## config.mk

```make
export PLATFORM = sky130hd
export DESIGN_NAME = heartbeat_timeout_monitor_unit
export DESIGN_NICKNAME = d
export VERILOG_FILES = /design/src/rtl/hbtm_pkg.sv /design/src/rtl/heartbeat_timeout_monitor_unit.sv
export SDC_FILE = /design/constraint.sdc
export NUM_CORES = 1
export LEC_CHECK = 0
export BUFFER_PORTS_ARGS = -buffer_cell sky130_fd_sc_hd__buf_4
export CORE_ASPECT_RATIO = 1.5
export CORE_MARGIN = 4
export CORE_UTILIZATION = 50
export DETAILED_ROUTE_END_ITERATION = 10
export PLACE_DENSITY = 0.71
export REMOVE_ABC_BUFFERS = 1
export SLEW_MARGIN = 0
export SYNTH_ARGS = -nofsm -noshare
export SYNTH_HDL_FRONTEND = slang
export SYNTH_SLANG_ARGS = --single-unit
```

## constraint.sdc

```tcl
create_clock -name clk_i -period 7.5 [get_ports clk_i]
set_clock_uncertainty 0.1 [all_clocks]
set_input_delay 0.75 -clock clk_i [delete_from_list [all_inputs] [get_ports clk_i]]
set_output_delay 0.75 -clock clk_i [all_outputs]
set_load 0.01 [all_outputs]
```

## src/rtl/hbtm_pkg.sv

```systemverilog
`default_nettype none

package hbtm_pkg;

  localparam int unsigned SLOTS    = 16;
  localparam int unsigned SLOT_W   = 4;
  localparam int unsigned NAME_MAX = 32;
  localparam int unsigned AGE_W    = 32;
  localparam int unsigned MASK_W   = 16;
  localparam int unsigned VER_W    = 8;
  localparam int unsigned PADDR_W  = 4;
  localparam int unsigned PDATA_W  = 32;

  localparam logic [AGE_W-1:0] AGE_MAX       = '1;
  localparam logic [AGE_W-1:0] TIMEOUT_RESET = AGE_W'(1000);
  localparam logic [VER_W-1:0] VERSION_RESET = VER_W'(1);

  localparam logic [1:0] REG_TIMEOUT = 2'd0;
  localparam logic [1:0] REG_MASK    = 2'd1;
  localparam logic [1:0] REG_MAGIC   = 2'd2;
  localparam logic [1:0] REG_VERSION = 2'd3;

  typedef enum logic [1:0] {
    OP_TICK   = 2'd0,
    OP_REPORT = 2'd1,
    OP_RESET  = 2'd2
  } op_e;

  typedef enum logic [1:0] {
    KIND_ALIVE     = 2'd0,
    KIND_TIMEOUT   = 2'd1,
    KIND_RESET_OK  = 2'd2,
    KIND_RESET_BAD = 2'd3
  } kind_e;

  typedef enum logic [1:0] {
    ST_IDLE,
    ST_EXEC,
    ST_SCAN,
    ST_FLUSH
  } state_e;

endpackage

`default_nettype wire

```

## src/rtl/heartbeat_timeout_monitor_unit.sv

```systemverilog
`default_nettype none

// Heartbeat watchdog over 16 service slots. A tick word walks the slots with one shared
// saturating age incrementer and timeout comparator, one slot per cycle unless a timeout
// waits on a stalled output: idle accepts the word, the scan state walks the 16 slots and
// the flush state releases the last event. Report and reset words pass the exec state and
// wait there while an event waits on the output. in_ready_o is high only when no word is in
// progress. Timeout events leave in ascending slot order, and last_o marks the final event
// of a word; a tick with no timeout and an invalid report give no event. Registers sit on a
// 32-bit APB port at byte addresses 0x0 timeout, 0x4 watched mask, 0x8 magic, 0xC version.
module heartbeat_timeout_monitor_unit
  import hbtm_pkg::*;
(
  input  wire logic               clk_i,
  input  wire logic               rst_ni,
  input  wire logic               in_valid_i,
  output logic                    in_ready_o,
  input  wire logic [1:0]         operation_i,
  input  wire logic [SLOT_W-1:0]  slot_i,
  input  wire logic [31:0]        magic_i,
  input  wire logic [7:0]         version_i,
  input  wire logic [7:0]         name_length_i,
  input  wire logic               size_ok_i,
  output logic                    out_valid_o,
  input  wire logic               out_ready_i,
  output logic [SLOT_W-1:0]       event_slot_o,
  output logic [1:0]              event_kind_o,
  output logic                    last_o,
  input  wire logic               psel,
  input  wire logic               penable,
  input  wire logic               pwrite,
  input  wire logic [PADDR_W-1:0] paddr,
  input  wire logic [PDATA_W-1:0] pwdata,
  output logic [PDATA_W-1:0]      prdata,
  output logic                    pready
);

  state_e state_q, state_d;

  logic [AGE_W-1:0]  timeout_q;
  logic [MASK_W-1:0] mask_q;
  logic [31:0]       exp_magic_q;
  logic [VER_W-1:0]  exp_ver_q;

  logic              learned_q [SLOTS];
  logic              alive_q   [SLOTS];
  logic [AGE_W-1:0]  age_q     [SLOTS];

  logic [1:0]        op_q;
  logic [SLOT_W-1:0] slot_q;
  logic [31:0]       magic_q;
  logic [7:0]        ver_q;
  logic [7:0]        nlen_q;
  logic              size_q;

  logic [SLOT_W-1:0] idx_q;
  logic              pend_valid_q;
  logic [SLOT_W-1:0] pend_slot_q;

  logic              out_valid_q;
  logic [SLOT_W-1:0] out_slot_q;
  kind_e             out_kind_q;
  logic              out_last_q;

  logic              cfg_we;
  logic              in_acc;
  logic              out_free;
  logic              scan_last;
  logic              scan_watched;
  logic [AGE_W-1:0]  scan_age_inc;
  logic              scan_hit;
  logic              scan_stall;
  logic              slot_in_range;
  logic              slot_watched;
  logic              report_ok;
  logic              exec_emit;
  logic              exec_go;

  logic              push;
  logic [SLOT_W-1:0] push_slot;
  kind_e             push_kind;
  logic              push_last;
  logic              pend_set;
  logic              pend_clr;

  logic              wr_en;
  logic [SLOT_W-1:0] wr_idx;
  logic              age_we;
  logic [AGE_W-1:0]  age_wdata;
  logic              alive_we;
  logic              alive_wdata;
  logic              learned_we;

  assign cfg_we   = psel & penable & pwrite;
  assign pready   = 1'b1;
  assign in_acc   = in_valid_i & in_ready_o;
  assign out_free = ~out_valid_q | out_ready_i;

  always_comb begin
    case (paddr[PADDR_W-1:2])
      REG_TIMEOUT: prdata = timeout_q;
      REG_MASK:    prdata = PDATA_W'(mask_q);
      REG_MAGIC:   prdata = exp_magic_q;
      REG_VERSION: prdata = PDATA_W'(exp_ver_q);
      default:     prdata = '0;
    endcase
  end

  always_ff @(posedge clk_i or negedge rst_ni) begin
    if (!rst_ni) begin
      timeout_q   <= TIMEOUT_RESET;
      mask_q      <= '0;
      exp_magic_q <= '0;
      exp_ver_q   <= VERSION_RESET;
    end else if (cfg_we) begin
      case (paddr[PADDR_W-1:2])
        REG_TIMEOUT: timeout_q   <= pwdata[AGE_W-1:0];
        REG_MASK:    mask_q      <= pwdata[MASK_W-1:0];
        REG_MAGIC:   exp_magic_q <= pwdata[31:0];
        REG_VERSION: exp_ver_q   <= pwdata[VER_W-1:0];
        default: ;
      endcase
    end
  end

  assign scan_last    = (idx_q == SLOT_W'(SLOTS - 1));
  assign scan_watched = mask_q[idx_q] | learned_q[idx_q];
  assign scan_age_inc = (age_q[idx_q] == AGE_MAX) ? AGE_MAX : age_q[idx_q] + AGE_W'(1);
  assign scan_hit     = scan_age_inc >= timeout_q;
  assign scan_stall   = (state_q == ST_SCAN) & scan_watched & scan_hit & pend_valid_q
                        & ~out_free;

  assign slot_in_range = (32'(slot_q) < SLOTS);
  assign slot_watched  = slot_in_range & (mask_q[slot_q] | learned_q[slot_q]);
  assign report_ok     = size_q & (magic_q == exp_magic_q) & (ver_q == exp_ver_q)
                         & (nlen_q >= 8'd1) & (32'(nlen_q) <= NAME_MAX) & slot_in_range;

  always_comb begin
    case (op_q)
      OP_REPORT: exec_emit = report_ok & ~alive_q[slot_q];
      OP_RESET:  exec_emit = 1'b1;
      default:   exec_emit = 1'b0;
    endcase
  end
  assign exec_go = ~exec_emit | out_free;

  always_comb begin
    state_d = state_q;
    case (state_q)
      ST_IDLE: begin
        if (in_valid_i) begin
          state_d = (operation_i == OP_TICK) ? ST_SCAN : ST_EXEC;
        end
      end
      ST_EXEC: begin
        if (exec_go) begin
          state_d = ST_IDLE;
        end
      end
      ST_SCAN: begin
        if (!scan_stall && scan_last) begin
          state_d = ST_FLUSH;
        end
      end
      ST_FLUSH: begin
        if (!pend_valid_q || out_free) begin
          state_d = ST_IDLE;
        end
      end
      default: state_d = ST_IDLE;
    endcase
  end

  always_comb begin
    in_ready_o  = 1'b0;
    push        = 1'b0;
    push_slot   = slot_q;
    push_kind   = KIND_ALIVE;
    push_last   = 1'b1;
    pend_set    = 1'b0;
    pend_clr    = 1'b0;
    wr_en       = 1'b0;
    wr_idx      = slot_q;
    age_we      = 1'b0;
    age_wdata   = '0;
    alive_we    = 1'b0;
    alive_wdata = 1'b0;
    learned_we  = 1'b0;
    case (state_q)
      ST_IDLE: begin
        in_ready_o = 1'b1;
      end
      ST_EXEC: begin
        if (exec_go) begin
          case (op_q)
            OP_REPORT: begin
              if (report_ok) begin
                wr_en       = 1'b1;
                age_we      = 1'b1;
                alive_we    = 1'b1;
                alive_wdata = 1'b1;
                learned_we  = 1'b1;
              end
              push      = exec_emit;
              push_kind = KIND_ALIVE;
            end
            OP_RESET: begin
              wr_en     = slot_watched;
              age_we    = slot_watched;
              alive_we  = slot_watched;
              push      = 1'b1;
              push_kind = slot_watched ? KIND_RESET_OK : KIND_RESET_BAD;
            end
            default: ;
          endcase
        end
      end
      ST_SCAN: begin
        wr_idx = idx_q;
        if (scan_watched && !scan_stall) begin
          wr_en     = 1'b1;
          age_we    = 1'b1;
          age_wdata = scan_hit ? '0 : scan_age_inc;
          alive_we  = scan_hit;
          if (scan_hit) begin
            pend_set  = 1'b1;
            push      = pend_valid_q;
            push_slot = pend_slot_q;
            push_kind = KIND_TIMEOUT;
            push_last = 1'b0;
          end
        end
      end
      ST_FLUSH: begin
        if (pend_valid_q && out_free) begin
          push      = 1'b1;
          push_slot = pend_slot_q;
          push_kind = KIND_TIMEOUT;
          pend_clr  = 1'b1;
        end
      end
      default: ;
    endcase
  end

  always_ff @(posedge clk_i or negedge rst_ni) begin
    if (!rst_ni) begin
      state_q      <= ST_IDLE;
      idx_q        <= '0;
      pend_valid_q <= 1'b0;
      out_valid_q  <= 1'b0;
    end else begin
      state_q <= state_d;
      if (in_acc) begin
        idx_q <= '0;
      end else if (state_q == ST_SCAN && !scan_stall) begin
        idx_q <= idx_q + SLOT_W'(1);
      end
      if (pend_set) begin
        pend_valid_q <= 1'b1;
      end else if (pend_clr) begin
        pend_valid_q <= 1'b0;
      end
      if (push) begin
        out_valid_q <= 1'b1;
      end else if (out_ready_i) begin
        out_valid_q <= 1'b0;
      end
    end
  end

  always_ff @(posedge clk_i) begin
    if (in_acc) begin
      op_q    <= operation_i;
      slot_q  <= slot_i;
      magic_q <= magic_i;
      ver_q   <= version_i;
      nlen_q  <= name_length_i;
      size_q  <= size_ok_i;
    end
    if (pend_set) begin
      pend_slot_q <= idx_q;
    end
    if (push) begin
      out_slot_q <= push_slot;
      out_kind_q <= push_kind;
      out_last_q <= push_last;
    end
  end

  always_ff @(posedge clk_i or negedge rst_ni) begin
    if (!rst_ni) begin
      for (int i = 0; i < SLOTS; i++) begin
        learned_q[i] <= 1'b0;
        alive_q[i]   <= 1'b0;
        age_q[i]     <= '0;
      end
    end else if (wr_en) begin
      if (age_we) begin
        age_q[wr_idx] <= age_wdata;
      end
      if (alive_we) begin
        alive_q[wr_idx] <= alive_wdata;
      end
      if (learned_we) begin
        learned_q[wr_idx] <= 1'b1;
      end
    end
  end

  assign out_valid_o  = out_valid_q;
  assign event_slot_o = out_slot_q;
  assign event_kind_o = out_kind_q;
  assign last_o       = out_last_q;

`ifndef NO_ASSERTIONS
  a_push_needs_room: assert property (@(posedge clk_i) disable iff (!rst_ni)
    push |-> out_free)
    else $error("event pushed over a waiting event");

  a_pend_only_in_tick: assert property (@(posedge clk_i) disable iff (!rst_ni)
    pend_valid_q |-> (state_q == ST_SCAN || state_q == ST_FLUSH))
    else $error("pending timeout outside a tick");

  a_scan_ends_in_flush: assert property (@(posedge clk_i) disable iff (!rst_ni)
    (state_q == ST_SCAN && !scan_stall && scan_last) |=> (state_q == ST_FLUSH))
    else $error("scan did not end in flush");

  a_exec_single_last: assert property (@(posedge clk_i) disable iff (!rst_ni)
    (push && state_q == ST_EXEC) |-> push_last)
    else $error("report or reset event without last");

  a_flush_clears_pend: assert property (@(posedge clk_i) disable iff (!rst_ni)
    (state_q == ST_FLUSH && state_d == ST_IDLE) |=> !pend_valid_q)
    else $error("pending timeout left after tick");
`endif

endmodule

`default_nettype wire
```

==> metrics.yaml, run 1 <==
critical_path:
  cp-end-kind: "flop"
  startpoint_type: "flop"
  worstPathArrival_ns: 7.64
  critPathMaxFanout: 41
  crit_type: "reg2reg"
  cp.required_ns: 7.97
  r2r_slack_ns: 0.33
  ff2ff_path_depth: 20
  worst_r2r_endpoint: "age_q[352]$_DFFE_PN0P_"
  r2r_start: "idx_q[0]$_DFFE_PN0P_"
cells_and_area:
  syn_to_final_growth_pct: 11.9
  fill_cells: 5508
  stdcell_count: 3830
  antennaDiodeCount: 0
  final_common_cell: "dfrtp_1"
  drive_above_1_share: 0.294
  layout_common_cells: "631 x dfrtp_1, 368 x nand2_1, 302 x mux2_2"
  layout.nets: 3026
  finish.utilization: 0.567
  finalInstanceArea_sq_um: 38700
synthesis:
  synth_edf_count: 66
  syn_area_sq_um: 34500
  synth_area_per_cell_sq_um: 12.4
  synth_cell_types: 99
  synth_top_area_frac: 0.458
  ys.warnings.count: 0
  yosys-top-cells-area: "dfrtp_1 46%, mux2_2 9.8%, mux4_2 7.8%"
  synth_cells: 2785
  ys.flop_type: "dfrtp_1"
  synth_top_area_cell: "dfrtp_1"
  ys_seq_area_frac: 0.521
  synthArstFlopShare: 0.907
  synth_seq_cells: 706
clock_network:
  htreeDepth: 2
  cts_max_path_buffers: 3
  cts-root-buf: "clkbuf_16"
  cts_buffers: 61
  cts_resized: 0
  cts_tree: "built"
  clk_pin_slew_ns: 0.07
  cts.sinks: 706
  worstSkewPairLatency_ns: 0.64
placement:
  placed_area_sq_um: 36400
  place_ws_ns: 0.370
  place_hpwl_um: 69400
  dp_cells: 3712
  io_buffers: 136
  place_congestion: 0.937
min_path:
  min_path_type: "in2async"
power_and_ir_drop:
  power.share.switching: 0.289
  comb_power_share: 0.191
  p_clk_frac: 0.356
  p_int_mw: 6.88
  p_seq_frac: 0.453
  ir_drop_uv: 235
  p_sw_mw: 2.80
  p_total_mw: 9.68
  leakage_nw: 17.3
  power_density_nw_per_um2: 250
global_route:
  grt_overflow_total: 0
  grt_max_degree: 173
  grt_pass1_vias: 25000
  grt_pass1_wl_um: 151000
  antenna_found_initial: 0
  grt_usage: 0.266
drt:
  met3WireLength_um: 5780
  drtIter0Drc: 2111
  firstDrtPassIters: 6
  drt.antenna.violating_nets: 0
  wl_per_cell_um: 25.7
  drt_wl_total_um: 98600
  viasPerCell: 6.22
  wl_met1_um: 36300
  num_vias: 23800
  drcViolationCount: 0
  route.met2.wl_um: 50000
  highest_layer: "met4"
timing:
  fin_setup_tns_ns: 0
  setup_viol: 0
  holdWs_ns: 0.0409
  post-route-min-period_ns: 7.17
  rsz0062_at_grt: "false"
  clock.fmax_mhz: 139
  fin_ws_ns: 0.330
  worst_pin_slew_ns: 1.03
  fin_crit_sh: 0.956
  maxSlewHeadroom: 0.313
  slew_viol_final: 0
  hold_viol: 0
die:
  fp-row-count: 117
  io_pins: 140
  core_area_sq_um: 68200
  die_y_um: 330
  die_x_um: 223
  start_util: 0.506
  dieArea_sq_um: 73500
job:
  cap_violations: 0
outcome:
  status: "finished, final reports clean"
## power by group through the flow
stage	logic, mW	clock network [mW]	registers (mW)
after global routing	1.99	3.64	4.41
after CTS	1.85	3.49	4.39
final	1.85	3.45	4.39
after detailed placement	1.84	0	4.46
after global placement	1.80	0	4.45
after floorplan	1.09	0	4.49
## worst max-delay path, stage by stage (launching register included)
cell	delay, ns
dfrtp_4	0.76
buf_12	0.36
buf_4	0.26
mux4_2	0.25
a22o_1	0.23
o211a_1	0.20
nand4_2	0.28
nor4_4	0.55
and3_1	0.49
nor2_2	0.10
inv_1	0.08
ha_1	0.23
a21o_1	0.18
a21o_1	0.18
a221o_1	0.33
o311a_1	0.44
nor2_1	0.29
nand2_2	0.54
buf_4	0.40
a21oi_4	0.40
mux2_2	0.26
## worst max-delay path by stage
stage | endpoint | start | slack [ns]
global route | age_q[134]$_DFFE_PN0P_ | idx_q[0]$_DFFE_PN0P_ | 0.03
CTS | age_q[201]$_DFFE_PN0P_ | idx_q[0]$_DFFE_PN0P_ | 0.30
finish | age_q[352]$_DFFE_PN0P_ | idx_q[0]$_DFFE_PN0P_ | 0.33
global placement | age_q[214]$_DFFE_PN0P_ | idx_q[0]$_DFFE_PN0P_ | 0.45
detailed placement | age_q[201]$_DFFE_PN0P_ | idx_q[0]$_DFFE_PN0P_ | 0.37
floorplan | age_q[176]$_DFFE_PN0P_ | idx_q[0]$_DFFE_PN0P_ | -4.18
## logic make-up after synthesis
group / synth area share
AO/OA/AOI/OAI: 0.107
XOR/XNOR: 0.0144
adder cells (fa/ha/maj): 0.0148
buffers and inverters: 0.0408
flip-flops: 0.521
multiplexers: 0.213
other: 0.000109
AND/OR/NAND/NOR: 0.0895
## what timing repair did
action	in CTS	in global routing
endpoints found under the setup margin	0	69
buffers inserted	0	4
hold buffers	0	0
## area by class of cell
cell class,count,area (sq um),area share
Clock buffer,92,1900,0.0490
Clock inverter,22,329,0.00851
Inverter,61,231,0.00598
Multi-Input combinational cell,1821,15200,0.392
Sequential cell,706,18000,0.466
Tap cell,892,1120,0.0289
Timing Repair Buffer,236,1920,0.0496
## flip-flops by register name, indices dropped and copies added, names as in the netlist
name	count
size_q	1
slot_q	4
mask_q	16
pend_slot_q	4
learned_q	16
event_kind_o	2
exp_ver_q	8
exp_magic_q	32
alive_q	16
ver_q	8
age_q	512
timeout_q	32
out_valid_o	1
event_slot_o	4
nlen_q	8
last_o	1
pend_valid_q	1
state_q	2
idx_q	4
op_q	2
magic_q	32
## cells in the mapped netlist (all sizes together) (41+ instances only)
| cell | count |
|---|---|
| clkbuf | 87 |
| o21ai | 321 |
| mux2 | 302 |
| mux4 | 147 |
| a22oi | 46 |
| nand2 | 371 |
| buf | 110 |
| a22o | 45 |
| nor2 | 107 |
| mux2i | 53 |
| ha | 41 |
| dfrtp | 633 |
| inv | 60 |
| nor3 | 48 |
| xnor2 | 53 |
| edfxtp | 66 |
## routing by layer
metal / vias to the layer above / GRT usage
li1: 10400 / -
met1: 12200 / 0.321
met2: 967 / 0.465
met3: 269 / 0.0328
met4: 0 / 0.147
met5: - / 0
No activity file was read; power rests on OpenSTA's default activity.
==> inputs of run 2 (changes only) <==
Settings changed: ABC_AREA set to 1, CAP_MARGIN set to 10, RECOVER_POWER set to 100.
==> run 2 against run 1 <==
The run now ends with capacitance limit, slew limit left. Clock-buffer cell count increased by 4. Synthesized area increased by 6.1%. Global-route usage increased by 1.0 points. Non-clock buffer count decreased by 19. Critical path type unchanged. Worst setup slack improved by 0.13 ns. Clock power increased by 7.2%. Final area increased by 4.8%. Power increased by 9.6%. Die area increased by 5.9%. Maximum frequency increased by 1.9%. Routed wire length increased by 9.8%. Synthesized cell count increased by 81%.
==> metrics.yaml, run 2 <==
drt:
  drtIter0Drc: 3116  # +48%
  num_vias: 32300  # +35%
  drt_wl_total_um: 108000  # +9.8%
  viasPerCell: 5.33  # -14%
  route.met2.wl_um: 53700  # +7.3%
  highest_layer: "met4"
  firstDrtPassIters: 6  # unchanged
  wl_met1_um: 42600  # +17%
  met3WireLength_um: 6390  # +10%
  wl_per_cell_um: 17.9  # -30%
  drt.antenna.violating_nets: 0  # unchanged
  drcViolationCount: 0  # unchanged
synthesis:
  synth.most_common_cell: "nand2_1"
  synthArstFlopShare: 0.907  # unchanged
  ys.warnings.count: 0  # unchanged
  ys.flop_type: "dfrtp_1"
  synth_seq_cells: 706  # unchanged
  synth_top_area_frac: 0.432  # -0.0264
  synth_top_area_cell: "dfrtp_1"
  yosys-top-cells-area: "dfrtp_1 43%, nand2_1 22%, inv_1 6.0%"
  synth_edf_count: 66  # unchanged
  synth_cells: 5042  # +81%
  synth_cell_types: 44  # -56%
  ys_seq_area_frac: 0.491  # -0.0300
  syn_area_sq_um: 36700  # +6.1%
  synth_area_per_cell_sq_um: 7.27  # -41%
  synth_common_cells: "2123 x nand2_1, 633 x dfrtp_1, 584 x inv_1, 395 x o21ai_0, 344 x nand3_1"
clock_network:
  holdBufCountCts: 0  # unchanged
  cts-root-buf: "clkbuf_16"
  cts_buffers: 70  # +15%
  clk_pin_slew_ns: 0.06  # about the same
  cts_tree: "built"
  post_cts_buffers: 0  # unchanged
  cts_max_path_buffers: 3  # unchanged
  worstSkewPairLatency_ns: 0.64  # about the same
  htreeDepth: 3  # +1
  cts.sinks: 706  # unchanged
  cts_resized: 0  # unchanged
die:
  io_pins: 140  # unchanged
  fp-row-count: 121  # +3.4%
  dieArea_sq_um: 77800  # +5.9%
  die_x_um: 229  # +2.9%
  die_y_um: 340  # +2.9%
  start_util: 0.504  # -0.00201
  core_area_sq_um: 72700  # +6.5%
global_route:
  grt_pass1_vias: 30900  # +23%
  grt_usage: 0.276  # +0.0102
  grt_overflow_total: 0  # unchanged
  grt_pass1_wl_um: 171000  # +13%
  grt_max_degree: 142  # -18%
  antenna_found_initial: 0  # unchanged
timing:
  fin_setup_tns_ns: 0  # unchanged
  fin_crit_sh: 0.938  # -0.0176
  maxSlewHeadroom: -2.76  # -3.07
  rsz0062_at_grt: "false"
  clock.fmax_mhz: 142  # +1.9%
  post-route-min-period_ns: 7.04  # -0.132 ns
  worst_pin_slew_ns: 5.64  # +4.61 ns
  setup_viol: 0  # unchanged
  hold_viol: 0  # unchanged
  slew_viol_final: 362  # +362
critical_path:
  crit_start: "idx_q[0]$_DFFE_PN0P_"
  cp-end-kind: "flop"
  r2r_start: "idx_q[0]$_DFFE_PN0P_"
  crit_type: "reg2reg"
  slowest_delay_ns: 0.66  # -0.10 ns
  critPathMaxFanout: 67  # +63%
  startpoint_type: "flop"
  slowest_stage: "dfrtp_4"
  cp.required_ns: 7.92  # -0.05 ns
  critPathMostFrequentCell: "nand2_1"
  worstPathArrival_ns: 7.46  # -0.18 ns
cells_and_area:
  final_common_cell: "nand2_1"
  fill_cells: 6906  # +25%
  largest_register: "age_q"
  finish.utilization: 0.558  # -0.00922
  stdcell_count: 6048  # +58%
  drive_above_1_share: 0.0644  # -0.229
  antennaDiodeCount: 0  # unchanged
  layout.nets: 5210  # +72%
  syn_to_final_growth_pct: 10.6
  largest_reg_flops: 512  # unchanged
  layout_common_cells: "2126 x nand2_1, 630 x dfrtp_1, 584 x inv_1"
power_and_ir_drop:
  leakage_nw: 20.3  # +17%
  p_total_mw: 10.6  # +9.6%
  ir_drop_uv: 235  # +0.22%
  power_density_nw_per_um2: 262  # +4.6%
outcome:
  status: "complete, but fails checks"
  violations: "capacitance limit, slew limit"
min_path:
  min_path_type: "in2reg"
  min-delay-start: "magic_i[18]"
placement:
  io_buffers: 136  # unchanged
  dp_cells: 5921  # +60%
  place_hpwl_um: 71900  # +3.7%
  place_congestion: 0.944  # +0.79%
job:
  cap_violations: 5  # +5
## run 2: cells by family (layout without fill, tap and decap cells)
kind of cell / Yosys count / in the layout / synth area share
buf+inv: 866 / 950 / 0.0974
simple gates: 2808 / 2808 / 0.306
fa+ha+maj: 41 / 41 / 0.0140
flops: 706 / 706 / 0.491
xor+xnor: 16 / 16 / 0.00382
compound gates: 604 / 604 / 0.0876
other cells: 1 / 1 / 0.000102
## run 2: final timing paths
kind | slack [ns] | to | cells past startpoint
worst max-delay path | 0.46 | age_q[24]$_DFFE_PN0P_ | 29
min in group asynchronous | 2.06 | age_q[97]$_DFFE_PN0P_ | 1
worst min register to register | 0.37 | learned_q[11]$_DFFE_PN0P_ | 2
worst min-delay path | 0.21 | magic_q[18]$_DFFE_PP_ | 1
worst max register to register | 0.46 | age_q[24]$_DFFE_PN0P_ | 29
max in group asynchronous | 1.11 | age_q[397]$_DFFE_PN0P_ | 3
## run 2: metrics by stage
stage / hold slack [ns] / instance area [sq um] / worst slack, ns
2_1_floorplan: 0.334 / 35400 / -6.94
3_3_place_gp: 0.348 / 38400 / 0.682
3_5_place_dp: 0.351 / 38400 / 0.572
4_1_cts: 0.0666 / 40800 / 0.536
5_1_grt: 0.203 / 40500 / 0.0219
6_report: 0.214 / 40500 / 0.462
## run 2: area by class of cell
type / count / area [sq um] / area share
inverter: 606 / 2280 / 0.0564
sequential: 706 / 18000 / 0.444
clock buffer: 96 / 2080 / 0.0514
multi-input combinational: 3470 / 15100 / 0.372
tap: 922 / 1150 / 0.0285
clock inverter: 31 / 334 / 0.00824
timing repair buffer: 217 / 1600 / 0.0394
## run 2: report_power, final
group          internal, mW  leakage [nW]  switching (mW)
logic                 0.727          9.73            1.85
registers              4.13          9.34           0.202
clock network          2.16          1.19            1.54
total                  7.01          20.3            3.60
## run 2: critical path, delay by kind of cell, from the launching register on
kind	cells	cell delay, ns
AND/OR/NAND/NOR	17	2.81
buffers and inverters	7	2.07
AO/OA/AOI/OAI	4	0.85
flip-flops	1	0.66
adder cells (fa/ha/maj)	1	0.28
## run 2: layer usage
layer	track usage	vias up
met3	0.0330	274
li1	-	15600
met4	0.133	0
met1	0.346	15200
met5	0	-
met2	0.475	1174
